`config.mk`:
```
export PLATFORM = sky130hd
export DESIGN_NAME = bts_addr_gen
export DESIGN_NICKNAME = d
export VERILOG_FILES = /design/src/bts_pkg.sv /design/src/bts_addr_gen.sv
export SDC_FILE = /design/constraint.sdc
export NUM_CORES = 1
export LEC_CHECK = 0
export BUFFER_PORTS_ARGS = -buffer_cell sky130_fd_sc_hd__buf_2
export CORE_ASPECT_RATIO = 1.25
export CORE_MARGIN = 2
export CORE_UTILIZATION = 65
export DETAILED_ROUTE_END_ITERATION = 10
export GPL_TIMING_DRIVEN = 0
export PLACE_DENSITY = 0.87
export SYNTH_ARGS = -nofsm -noshare
export SYNTH_HDL_FRONTEND = slang
export SYNTH_SLANG_ARGS = --single-unit
```
`constraint.sdc`:
```
create_clock -name clk -period 19.3 [get_ports clk]
set_clock_uncertainty 0.15 [all_clocks]
set_input_delay 1.93 -clock clk [delete_from_list [all_inputs] [get_ports clk]]
set_output_delay 1.93 -clock clk [all_outputs]
set_load 0.05 [all_outputs]
```
`src/bts_pkg.sv`:
```
// Types and fixed constants of the bilinear texture sampler.
// Used by every module of the sampler; depends on nothing.
package bts_pkg;

  localparam int IN_TDATA_W  = 88;
  localparam int NUM_CHAN    = 3;
  localparam int CHAN_W      = 8;
  localparam int COLOR_W     = 16;
  localparam int OUT_TDATA_W = NUM_CHAN * COLOR_W;
  localparam int TEXEL_W     = NUM_CHAN * CHAN_W;
  localparam int ADDR_IN_W   = 16;
  localparam int COORD_W     = 24;
  localparam int CFG_IDX_W   = 1;
  localparam int CFG_DATA_W  = 11;

  localparam logic [CFG_IDX_W-1:0] CFG_TEXTURE_WIDTH  = 1'b0;
  localparam logic [CFG_IDX_W-1:0] CFG_TEXTURE_HEIGHT = 1'b1;

  localparam logic [CFG_DATA_W-1:0] CFG_WIDTH_RESET  = 11'd256;
  localparam logic [CFG_DATA_W-1:0] CFG_HEIGHT_RESET = 11'd256;

  localparam logic MODE_WRITE = 1'b0;

  typedef struct packed {
    logic valid;
    logic is_write;
  } stage_ctl_t;

endpackage

```
`src/bts_addr_gen.sv`:
```
// Coordinate front end: clamp, scale, split into index and fraction, form texel addresses.
// Depends on bts_pkg.
module bts_addr_gen import bts_pkg::*; #(
  parameter int STORE_DEPTH = 65536,
  parameter int MAX_SIDE = 1024,
  parameter int COORD_FRAC_BITS = 16,
  localparam int ADDR_W = $clog2(STORE_DEPTH),
  localparam int IDX_W = $clog2(MAX_SIDE),
  localparam int SIDE_W = $clog2(MAX_SIDE + 1),
  localparam int FRAC_W = COORD_FRAC_BITS
) (
  input  logic                     clk,
  input  logic                     rst_n,
  input  logic                     adv,
  input  logic                     in_acc,
  input  logic                     in_mode,
  input  logic [ADDR_IN_W-1:0]     in_addr,
  input  logic [TEXEL_W-1:0]       in_texel,
  input  logic [COORD_W-1:0]       in_u,
  input  logic [COORD_W-1:0]       in_v,
  input  logic [IDX_W-1:0]         wm1,
  input  logic [IDX_W-1:0]         hm1,
  input  logic [SIDE_W-1:0]        side_w,
  output stage_ctl_t               ctl,
  output logic [ADDR_W-1:0]        wr_addr,
  output logic [TEXEL_W-1:0]       wr_texel,
  output logic [ADDR_W-1:0]        rd_tl,
  output logic [ADDR_W-1:0]        rd_tr,
  output logic [ADDR_W-1:0]        rd_bl,
  output logic [ADDR_W-1:0]        rd_br,
  output logic [FRAC_W-1:0]        frac_s,
  output logic [FRAC_W-1:0]        frac_t
);

  localparam int CW    = FRAC_W + 1;
  localparam int CMP_W = (FRAC_W + 2 > COORD_W) ? FRAC_W + 2 : COORD_W;
  localparam int PW    = CW + IDX_W;
  localparam int BW    = IDX_W + SIDE_W;
  localparam int LW    = (BW + 1 > ADDR_W) ? BW + 1 : ADDR_W;
  localparam int WA_W  = (ADDR_IN_W > ADDR_W) ? ADDR_IN_W : ADDR_W;
  localparam logic [CMP_W-1:0] ONE_CMP = CMP_W'(1) << FRAC_W;

  // Negative to zero, above one to one.
  function automatic logic [CW-1:0] clamp_coord(input logic [COORD_W-1:0] raw);
    logic [CMP_W-1:0] mag;
    mag = CMP_W'(raw[COORD_W-2:0]);
    if (raw[COORD_W-1]) clamp_coord = '0;
    else if (mag > ONE_CMP) clamp_coord = CW'(ONE_CMP);
    else clamp_coord = mag[CW-1:0];
  endfunction

  stage_ctl_t           s1_ctl_r, s2_ctl_r, s3_ctl_r, s1_ctl_nxt;
  logic [CW-1:0]        s1_u_r, s1_v_r;
  logic [ADDR_W-1:0]    s1_addr_r, s2_addr_r, s3_addr_r;
  logic [TEXEL_W-1:0]   s1_texel_r, s2_texel_r, s3_texel_r;
  logic [PW-1:0]        s2_px_r, s2_py_r;
  logic [IDX_W-1:0]     s3_left_r, s3_right_r;
  logic [BW-1:0]        s3_base_r;
  logic [FRAC_W-1:0]    s3_s_r, s3_t_r;
  logic [WA_W-1:0]      wa_ext;
  logic [IDX_W-1:0]     left_nxt, top_nxt;
  logic [FRAC_W-1:0]    s_nxt, t_nxt;
  logic [LW-1:0]        base_top, base_bot, lin_tl, lin_tr, lin_bl, lin_br;

  assign wa_ext = WA_W'(in_addr);
  assign s1_ctl_nxt = '{valid: in_acc, is_write: (in_mode == MODE_WRITE)};

  assign left_nxt = s2_px_r[FRAC_W +: IDX_W];
  assign top_nxt  = s2_py_r[FRAC_W +: IDX_W];
  assign s_nxt    = s2_px_r[FRAC_W-1:0];
  assign t_nxt    = s2_py_r[FRAC_W-1:0];

  always_ff @(posedge clk) begin
    if (!rst_n) begin
      s1_ctl_r <= '0;
      s2_ctl_r <= '0;
      s3_ctl_r <= '0;
    end else if (adv) begin
      s1_ctl_r <= s1_ctl_nxt;
      s2_ctl_r <= s1_ctl_r;
      s3_ctl_r <= s2_ctl_r;
    end
  end

  always_ff @(posedge clk) begin
    if (adv) begin
      s1_u_r     <= clamp_coord(in_u);
      s1_v_r     <= clamp_coord(in_v);
      s1_addr_r  <= wa_ext[ADDR_W-1:0];
      s1_texel_r <= in_texel;
      s2_px_r    <= PW'(s1_u_r) * PW'(wm1);
      s2_py_r    <= PW'(s1_v_r) * PW'(hm1);
      s2_addr_r  <= s1_addr_r;
      s2_texel_r <= s1_texel_r;
      s3_left_r  <= left_nxt;
      s3_right_r <= left_nxt + IDX_W'(s_nxt != '0);
      s3_base_r  <= BW'(top_nxt) * BW'(side_w);
      s3_s_r     <= s_nxt;
      s3_t_r     <= t_nxt;
      s3_addr_r  <= s2_addr_r;
      s3_texel_r <= s2_texel_r;
    end
  end

  // Bottom row starts one row further down only when the vertical fraction is nonzero.
  assign base_top = LW'(s3_base_r);
  assign base_bot = base_top + ((s3_t_r != '0) ? LW'(side_w) : LW'(0));
  assign lin_tl = base_top + LW'(s3_left_r);
  assign lin_tr = base_top + LW'(s3_right_r);
  assign lin_bl = base_bot + LW'(s3_left_r);
  assign lin_br = base_bot + LW'(s3_right_r);

  assign ctl      = s3_ctl_r;
  assign wr_addr  = s3_addr_r;
  assign wr_texel = s3_texel_r;
  assign rd_tl    = lin_tl[ADDR_W-1:0];
  assign rd_tr    = lin_tr[ADDR_W-1:0];
  assign rd_bl    = lin_bl[ADDR_W-1:0];
  assign rd_br    = lin_br[ADDR_W-1:0];
  assign frac_s   = s3_s_r;
  assign frac_t   = s3_t_r;

endmodule

```
==> results of run 1 <==
## sequential cells by signal, summed over array words and instances, names as in the netlist, 17 cells and up
register and flops:
s1_texel_r 24, s1_u_r 17, s1_v_r 17, s2_px_r 26, s2_py_r 26, s2_texel_r 24
wr_texel 24
## layout make-up
type / instances / area [um2]
clock buffer: 28 / 679
fill: 2626 / 10000
multi-input combinational: 1624 / 15200
tap: 492 / 616
sequential: 280 / 8350
timing repair buffer: 255 / 1330
clock inverter: 21 / 334
inverter: 354 / 1330
buffer: 80 / 300
antenna: 4 / 10.0
## critical path, stage by stage
cell,delay (ns)
sky130_fd_sc_hd__buf_2,0.13
sky130_fd_sc_hd__clkbuf_1,0.27
sky130_fd_sc_hd__and2_1,0.23
sky130_fd_sc_hd__ha_1,0.23
sky130_fd_sc_hd__fa_1,0.47
sky130_fd_sc_hd__a211oi_1,0.27
sky130_fd_sc_hd__o21bai_1,0.16
sky130_fd_sc_hd__a21oi_1,0.19
sky130_fd_sc_hd__xnor2_1,0.15
sky130_fd_sc_hd__ha_1,0.28
sky130_fd_sc_hd__or3_1,0.36
sky130_fd_sc_hd__o211a_1,0.24
sky130_fd_sc_hd__o21a_1,0.20
sky130_fd_sc_hd__o21a_1,0.20
sky130_fd_sc_hd__o21ai_1,0.37
sky130_fd_sc_hd__o22ai_1,0.17
sky130_fd_sc_hd__xor2_1,0.16
sky130_fd_sc_hd__buf_2,0.28
## layer usage
| layer | wire length [um] | vias to the layer above |
|---|---|---|
| li1 | - | 8176 |
| met1 | 22000 | 8806 |
| met2 | 29000 | 737 |
| met3 | 3830 | 173 |
| met4 | 2680 | 2 |
| met5 | 8 | - |
## cell usage after synthesis (all sizes together), types with 3 or more instances
master | number | area (um2)
a2111oi | 4 | 41.3
a211o | 4 | 35.0
a211oi | 14 | 110
a21boi | 6 | 45.0
a21o | 27 | 204
a21oi | 55 | 279
a31o | 5 | 43.8
a31oi | 3 | 18.8
and2 | 262 | 1640
and3 | 12 | 76.3
clkbuf | 80 | 300
dfxtp | 6 | 120
edfxtp | 274 | 8230
fa | 301 | 6030
ha | 206 | 2580
inv | 354 | 1330
mux2i | 7 | 70.1
nand2 | 274 | 1030
nand2b | 4 | 25.0
nand3 | 32 | 160
nand4 | 8 | 50.1
nor2 | 82 | 308
nor2b | 13 | 81.3
nor3 | 20 | 100
nor3b | 3 | 22.5
nor4 | 18 | 113
o2111ai | 4 | 35.0
o211a | 5 | 50.1
o211ai | 10 | 75.1
o21a | 15 | 113
o21ai | 48 | 244
o21bai | 11 | 82.6
o31ai | 9 | 77.6
or3 | 6 | 37.5
xnor2 | 97 | 857
xor2 | 40 | 350
## kinds of logic after synthesis
family / Yosys count
AND/OR/NAND/NOR: 739
adder cells (fa/ha/maj): 507
buffers and inverters: 434
flip-flops: 280
AO/OA/AOI/OAI: 234
XOR/XNOR: 137
multiplexers: 7
## how the worst min path moves through the flow
stage | endpoint | start | slack (ns) | depth (start not counted)
6_report | s2_texel_r[4] | s1_texel_r[4] | 0.26 | 0
5_1_grt | wr_texel[19] | s2_texel_r[19] | 0.27 | 0
4_1_cts | wr_texel[14] | s2_texel_r[14] | 0.27 | 0
3_5_place_dp | frac_t[13] | s2_py_r[13] | 0.25 | 0
3_3_place_gp | wr_addr[7] | s2_addr_r[7] | 0.25 | 0
2_1_floorplan | frac_t[0] | s2_py_r[0] | 0.25 | 0
## per-stage QoR
stage	instance area [um2]	utilization, %
after floorplan	25100	-
after global placement	27000	70.8
after detailed placement	27100	71.0
after CTS	28100	73.7
after global routing	28100	73.7
final	28100	73.7
==> results.txt, run 1 <==
----------------------------------------------------
[Run status]
  Status ... complete, no violations

[Layout]
  Share of layout cells above drive strength 1 ... 12.0%
  Non-filler instance count after layout ... approximately 3,100
  Area Growth Syn to Fin ... 11.8%
  Final net count ... roughly 3,300
  Commonest non-fill, non-tap cell in the layout ... sky130_fd_sc_hd__inv_1
  Commonest cells after routing, fill and taps aside ... 354 x sky130_fd_sc_hd__inv_1, 301 x sky130_fd_sc_hd__fa_1, 274 x sky130_fd_sc_hd__nand2_1, 274 x sky130_fd_sc_hd__edfxtp_1, 262 x sky130_fd_sc_hd__and2_1

[Global route]
  Met3 Resource Use GR ... 4.31%
  M2 GR Usage ... between 50 and 60%
  Number of antenna violations at the first check in global routing ... 5
  Global route total overflow ... 0
  Met1 GRT Util ... 35.7%
  Grt peak-use layer ... met2
  All-layer global routing usage ... 29.5%
  Largest net degree at the start of global routing ... around 140
  Via count of the first global-routing pass ... 19,100
  First-pass GRT wire length ... about 95 mm

[Placement]
  Setup Slack @ Placement ... approximately 11 ns
  Dpl hpwl ... ~45 mm
  IO buf count ... between 200 and 300
  Placed cells ... between 3,000 and 4,000
  Gpl congestion ... 0.961

[Hold path]
  Worst min-delay path class ... reg2reg

[Worst setup path]
  Data arrival at the endpoint of the critical path ... around 6.3 ns
  Reg2reg start ... s1_u_r[6]
  Largest fanout of any net on the critical path ... 10
  Element type at the critical path start ... input port
  Worst-case register-to-register setup slack ... 12.64 ns
  Critical Path Start ... side_w[0]
  Sort of element at the end of the critical path ... primary output
  Required time reported for the critical path endpoint ... about 17 ns
  Critical path class ... in2out
  R2r endpoint ... s2_px_r[25]
  Cell count of the worst reg-to-reg path ... 21
  Destination of the critical timing path ... rd_br[13]

[CTS]
  Sinks on Clock Net ... 280
  Buffer count from post-CTS setup fixing ... 0
  Clock latency reported for the late side of the worst-skew pair ... ~0.57 ns
  CTS clk-pin slew, worst paths ... approximately 0.070 ns
  CTS root buf ... sky130_fd_sc_hd__clkbuf_16
  CTS buffer count ... 27
  Total number of H-tree levels ... 1
  TritonCTS clock tree ... yes
  Number of buffers added to fix hold violations after cts ... 0
  Clock buffer depth ... 3
  PostCTS Resize Cnt ... 0

[Yosys]
  Number of synthesized flops with an enable pin ... between 200 and 300
  Fraction of the mapped netlist area in adder cells ... 34.2%
  Share of cell area taken by muxes after synthesis ... less than 1%
  Flip-flop cell with the highest count after synthesis ... sky130_fd_sc_hd__edfxtp_1
  Synth unique cells ... 60
  Fraction of the mapped netlist area in compound gates ... 6.35%
  Post-synthesis share of cell area spent on and, or, nand and nor gates ... 14.6%
  Nets in the synthesized netlist ... between 2,000 and 3,000
  Synthesis-stage register bit count ... 280
  Count of warnings emitted by yosys ... 0
  Post-synthesis sequential area ratio ... around a third
  Dominant combinational cell family by area after synthesis ... adder cells
  Xor and xnor fraction of the mapped netlist area ... around 4.8%
  Post-Synthesis Cells ... around 2,300
  Share of flip-flops with an asynchronous set or reset ... 0%
  Syn Area/Cell ... between 10 and 15 um2
  Area of the mapped netlist ... 0.0251 mm2

[Routing]
  Antenna-violating nets left ... 0
  TritonRoute pass-1 iters ... 5
  Number of DRC violations after detailed-routing iteration 0 ... 1,125
  Number of vias per cell ... 5.70
  Total wire length ... 57.5 mm
  Routed length per instance ... 18.3 um
  Post-route DRC ... 0
  Total via count after detailed routing ... 17,900

[Timing]
  Setup TNS Final ... 0 ns
  Setup-violating endpoint count in the final report ... 0
  Worst hold slack ... around 0.26 ns
  Least-Margin Pin Slew ... roughly 0.73 ns
  Final worst setup slack ... ~11 ns
  Slew headroom ... 50.8%
  Count of final hold-check violations ... 0
  Highest Clock Rate ... roughly 120 MHz
  Final max-slew violation count ... 0
  RSZ-0062 raised after global routing ... no
  Minimum clock period after layout ... 8.38 ns
  Period utilization ... about 43%

[Die]
  Die area ... around 0.04 mm2
  Area of the core ... 0.0381 mm2
  Initial core utilization ... around 66%
  Die boundary height ... about 220 um
  FP Rows ... 80
  Top-level I/O count ... 262
  Floorplan die width ... roughly 180 um

[Flow run]
  Reported max-cap violation count ... 0

----------------------------------------------------
Power of run 1 is not shown: default switching activity piles up to over one toggle a cycle in this logic, so the estimate is an artifact.
==> inputs of run 2 (changes only) <==
--- a/config.mk
+++ b/config.mk
@@ -8,10 +8,10 @@
 export BUFFER_PORTS_ARGS = -buffer_cell sky130_fd_sc_hd__buf_2
 export CORE_ASPECT_RATIO = 1.25
 export CORE_MARGIN = 2
-export CORE_UTILIZATION = 65
+export CORE_UTILIZATION = 55
 export DETAILED_ROUTE_END_ITERATION = 10
 export GPL_TIMING_DRIVEN = 0
-export PLACE_DENSITY = 0.87
+export PLACE_DENSITY = 0.78
 export SYNTH_ARGS = -nofsm -noshare
 export SYNTH_HDL_FRONTEND = slang
 export SYNTH_SLANG_ARGS = --single-unit
==> constraint.sdc (replaced) <==
create_clock -name clk -period 6.85 [get_ports clk]
set_clock_uncertainty 0.15 [all_clocks]
set_input_delay 0.685 -clock clk [delete_from_list [all_inputs] [get_ports clk]]
set_output_delay 0.685 -clock clk [all_outputs]
set_load 0.05 [all_outputs]
==> run 2 against run 1 <==
Wire length shrank 6.2%. Global-route usage decreased by 6.4 points. Clock-buffer cell count increased by 9. First-iteration DRC count fell by 33%. Flip-flop and latch count did not move. Register-to-register slack lost 12 ns.
==> results.txt, run 2 (synthesized netlist as in run 1, its figures left out) <==
----------------------------------------------------
[Die]
  Floorplan die width ... 195 um (+8.5%)
  FP Rows ... 87 (+8.8%)
  Top-level I/O count ... 262 (unchanged)
  Die boundary height ... 243 um (+8.6%)
  Initial core utilization ... 55.6% (-10 points)
  Die area ... 0.0474 mm2 (+18%)
  Area of the core ... 0.0452 mm2 (+18%)

[Layout]
  Non-filler instance count after layout ... 3,226 (+2.8%)
  Commonest non-fill, non-tap cell in the layout ... sky130_fd_sc_hd__inv_1
  Commonest cells after routing, fill and taps aside ... 354 x sky130_fd_sc_hd__inv_1, 301 x sky130_fd_sc_hd__fa_1, 274 x sky130_fd_sc_hd__nand2_1, 274 x sky130_fd_sc_hd__edfxtp_1, 262 x sky130_fd_sc_hd__and2_1
  Biggest regs ... s2_px_r x26, s2_py_r x26
  FILL cells ... 3,641 (+39%)
  Final net count ... 3,254 (+0.031%)
  Area Growth Syn to Fin ... 12.1%
  Share of layout cells above drive strength 1 ... 12.2% (+0.21 points)

[CTS]
  TritonCTS clock tree ... yes
  CTS buffer count ... 29 (+7.4%)
  Sinks on Clock Net ... 280 (unchanged)
  CTS clk-pin slew, worst paths ... 0.06 ns (about the same)
  Buffer count from post-CTS setup fixing ... 0 (unchanged)
  Clock buffer depth ... 3 (unchanged)
  CTS root buf ... sky130_fd_sc_hd__clkbuf_16
  Clock latency reported for the late side of the worst-skew pair ... 0.58 ns (about the same)
  Total number of H-tree levels ... 1 (unchanged)

[Worst setup path]
  Largest fanout of any net on the critical path ... 10 (unchanged)
  Max stage delay on crit path ... 0.53 ns (+0.06 ns)
  Data arrival at the endpoint of the critical path ... 6.67 ns (+0.37 ns)
  Library cell contributing the largest single delay on the critical path ... sky130_fd_sc_hd__fa_1
  Cell-by-cell listing of the critical path ... clkbuf_1, clkbuf_2, nand2_1, fa_1, inv_1, fa_1, inv_1, fa_1, inv_1, fa_1, inv_1, fa_1, inv_1, ha_1, a2111oi_0, o21ai_0, nor3b_1, a21oi_1, a311oi_1, a2111oi_2, a21oi_1, xnor2_1
  Required time reported for the critical path endpoint ... 7.02 ns (-10.20 ns)
  Critical path class ... in2reg
  Element type at the critical path start ... input port
  Sort of element at the end of the critical path ... register

[Flow run]
  Reported max-cap violation count ... 0 (unchanged)

[Global route]
  All-layer global routing usage ... 23.0% (-6.4 points)
  Global route total overflow ... 0 (unchanged)
  Via count of the first global-routing pass ... 17,700 (-7.0%)
  First-pass GRT wire length ... 88.1 mm (-7.1%)
  Largest net degree at the start of global routing ... 133 (-6.3%)
  Number of antenna violations at the first check in global routing ... 4 (-1)

[Timing]
  Minimum clock period after layout ... ~6.5 ns
  Worst hold slack ... 0.138 ns (-0.124 ns)
  Final max-slew violation count ... 0 (unchanged)
  RSZ-0062 raised after global routing ... yes
  Setup-violating endpoint count in the final report ... 0 (unchanged)
  Slew headroom ... 49.7% (-1.2 points)
  Setup TNS Final ... 0 ns (unchanged)
  Count of final hold-check violations ... 0 (unchanged)
  Highest Clock Rate ... approximately 150 MHz
  Period utilization ... a little over nine tenths
  Least-Margin Pin Slew ... 0.736 ns (+0.00785 ns)

[Routing]
  Number of DRC violations after detailed-routing iteration 0 ... 758 (-33%)
  Post-route DRC ... 0 (unchanged)
  Total via count after detailed routing ... 17,200 (-4.1%)
  Antenna-violating nets left ... 0 (unchanged)
  Number of vias per cell ... 5.32 (-6.7%)
  TritonRoute pass-1 iters ... 5 (unchanged)
  Routed length per instance ... 16.7 um (-8.7%)
  Total wire length ... 53.9 mm (-6.2%)

[Run status]
  Status ... complete, no violations

[Placement]
  Dpl hpwl ... 43.9 mm (-2.8%)
  Placed cells ... 3,171 (+2.8%)
  IO buf count ... 253 (unchanged)
  Gpl congestion ... 0.943 (-2.0%)

[Hold path]
  Worst min-delay path class ... in2reg

----------------------------------------------------
run 2: changes by cell type in the layout (fill, tap and decap cells not counted), sizes merged:
| cell | change |
|---|---|
| clkbuf | +7 |
| bufinv | -6 |
| diode | -2 |
| inv | +2 |
| buf | +1 |
| clkinv | -1 |
| clkinvlp | +1 |
run 2: routing by layer:
metal,GRT usage (%),part of all wire (%),vias to the layer above
li1,-,-,8175
met1,28.8,41,8391
met2,41.5,50,499
met3,3.14,5.8,93
met4,6.96,2.6,4
met5,0,0.050,-
run 2: worst paths after layout:
kind | start | end | slack, ns | cells past startpoint
worst max-delay path | hm1[2] | s2_py_r[25] | 0.35 | 22
worst min-delay path | in_texel[20] | s1_texel_r[20] | 0.14 | 1
worst max register to register | s1_v_r[7] | s2_py_r[25] | 0.39 | 21
worst min register to register | s2_py_r[11] | frac_t[11] | 0.26 | 0
run 2: cell type report:
class | count | area, um2 | area share (%)
Sequential cell | 280 | 8350 | 29.6
Timing Repair Buffer | 255 | 1330 | 4.73
Multi-Input combinational cell | 1624 | 15200 | 53.9
Clock inverter | 17 | 174 | 0.617
Clock buffer | 37 | 786 | 2.79
Tap cell | 578 | 723 | 2.57
Antenna cell | 2 | 5.00 | 0.0178
Inverter | 354 | 1330 | 4.72
Buffer | 79 | 303 | 1.07
run 2: metrics by stage:
stage,area (um2),setup slack (ns),util [%]
floorplan,25100,0.568,-
global placement,27100,-0.115,60.0
detailed placement,27200,-0.228,60.2
CTS,28100,0.189,62.3
global route,28200,-0.0707,62.3
finish,28200,0.354,62.4
run 2: repair_timing:
action / 4_1_cts / 5_1_grt
resized for setup: 0 / 13
hold buffers: 0 / 0
setup endpoints to repair: 0 / 8
run 2: critical path, delay by kind of cell:
kind | cells | cell delay (ns)
adder cells (fa/ha/maj) | 6 | 2.84
XOR/XNOR | 1 | 0.15
AND/OR/NAND/NOR | 2 | 0.34
AO/OA/AOI/OAI | 6 | 1.65
buffers and inverters | 7 | 0.99
Power of run 2 is left out for the same reason.
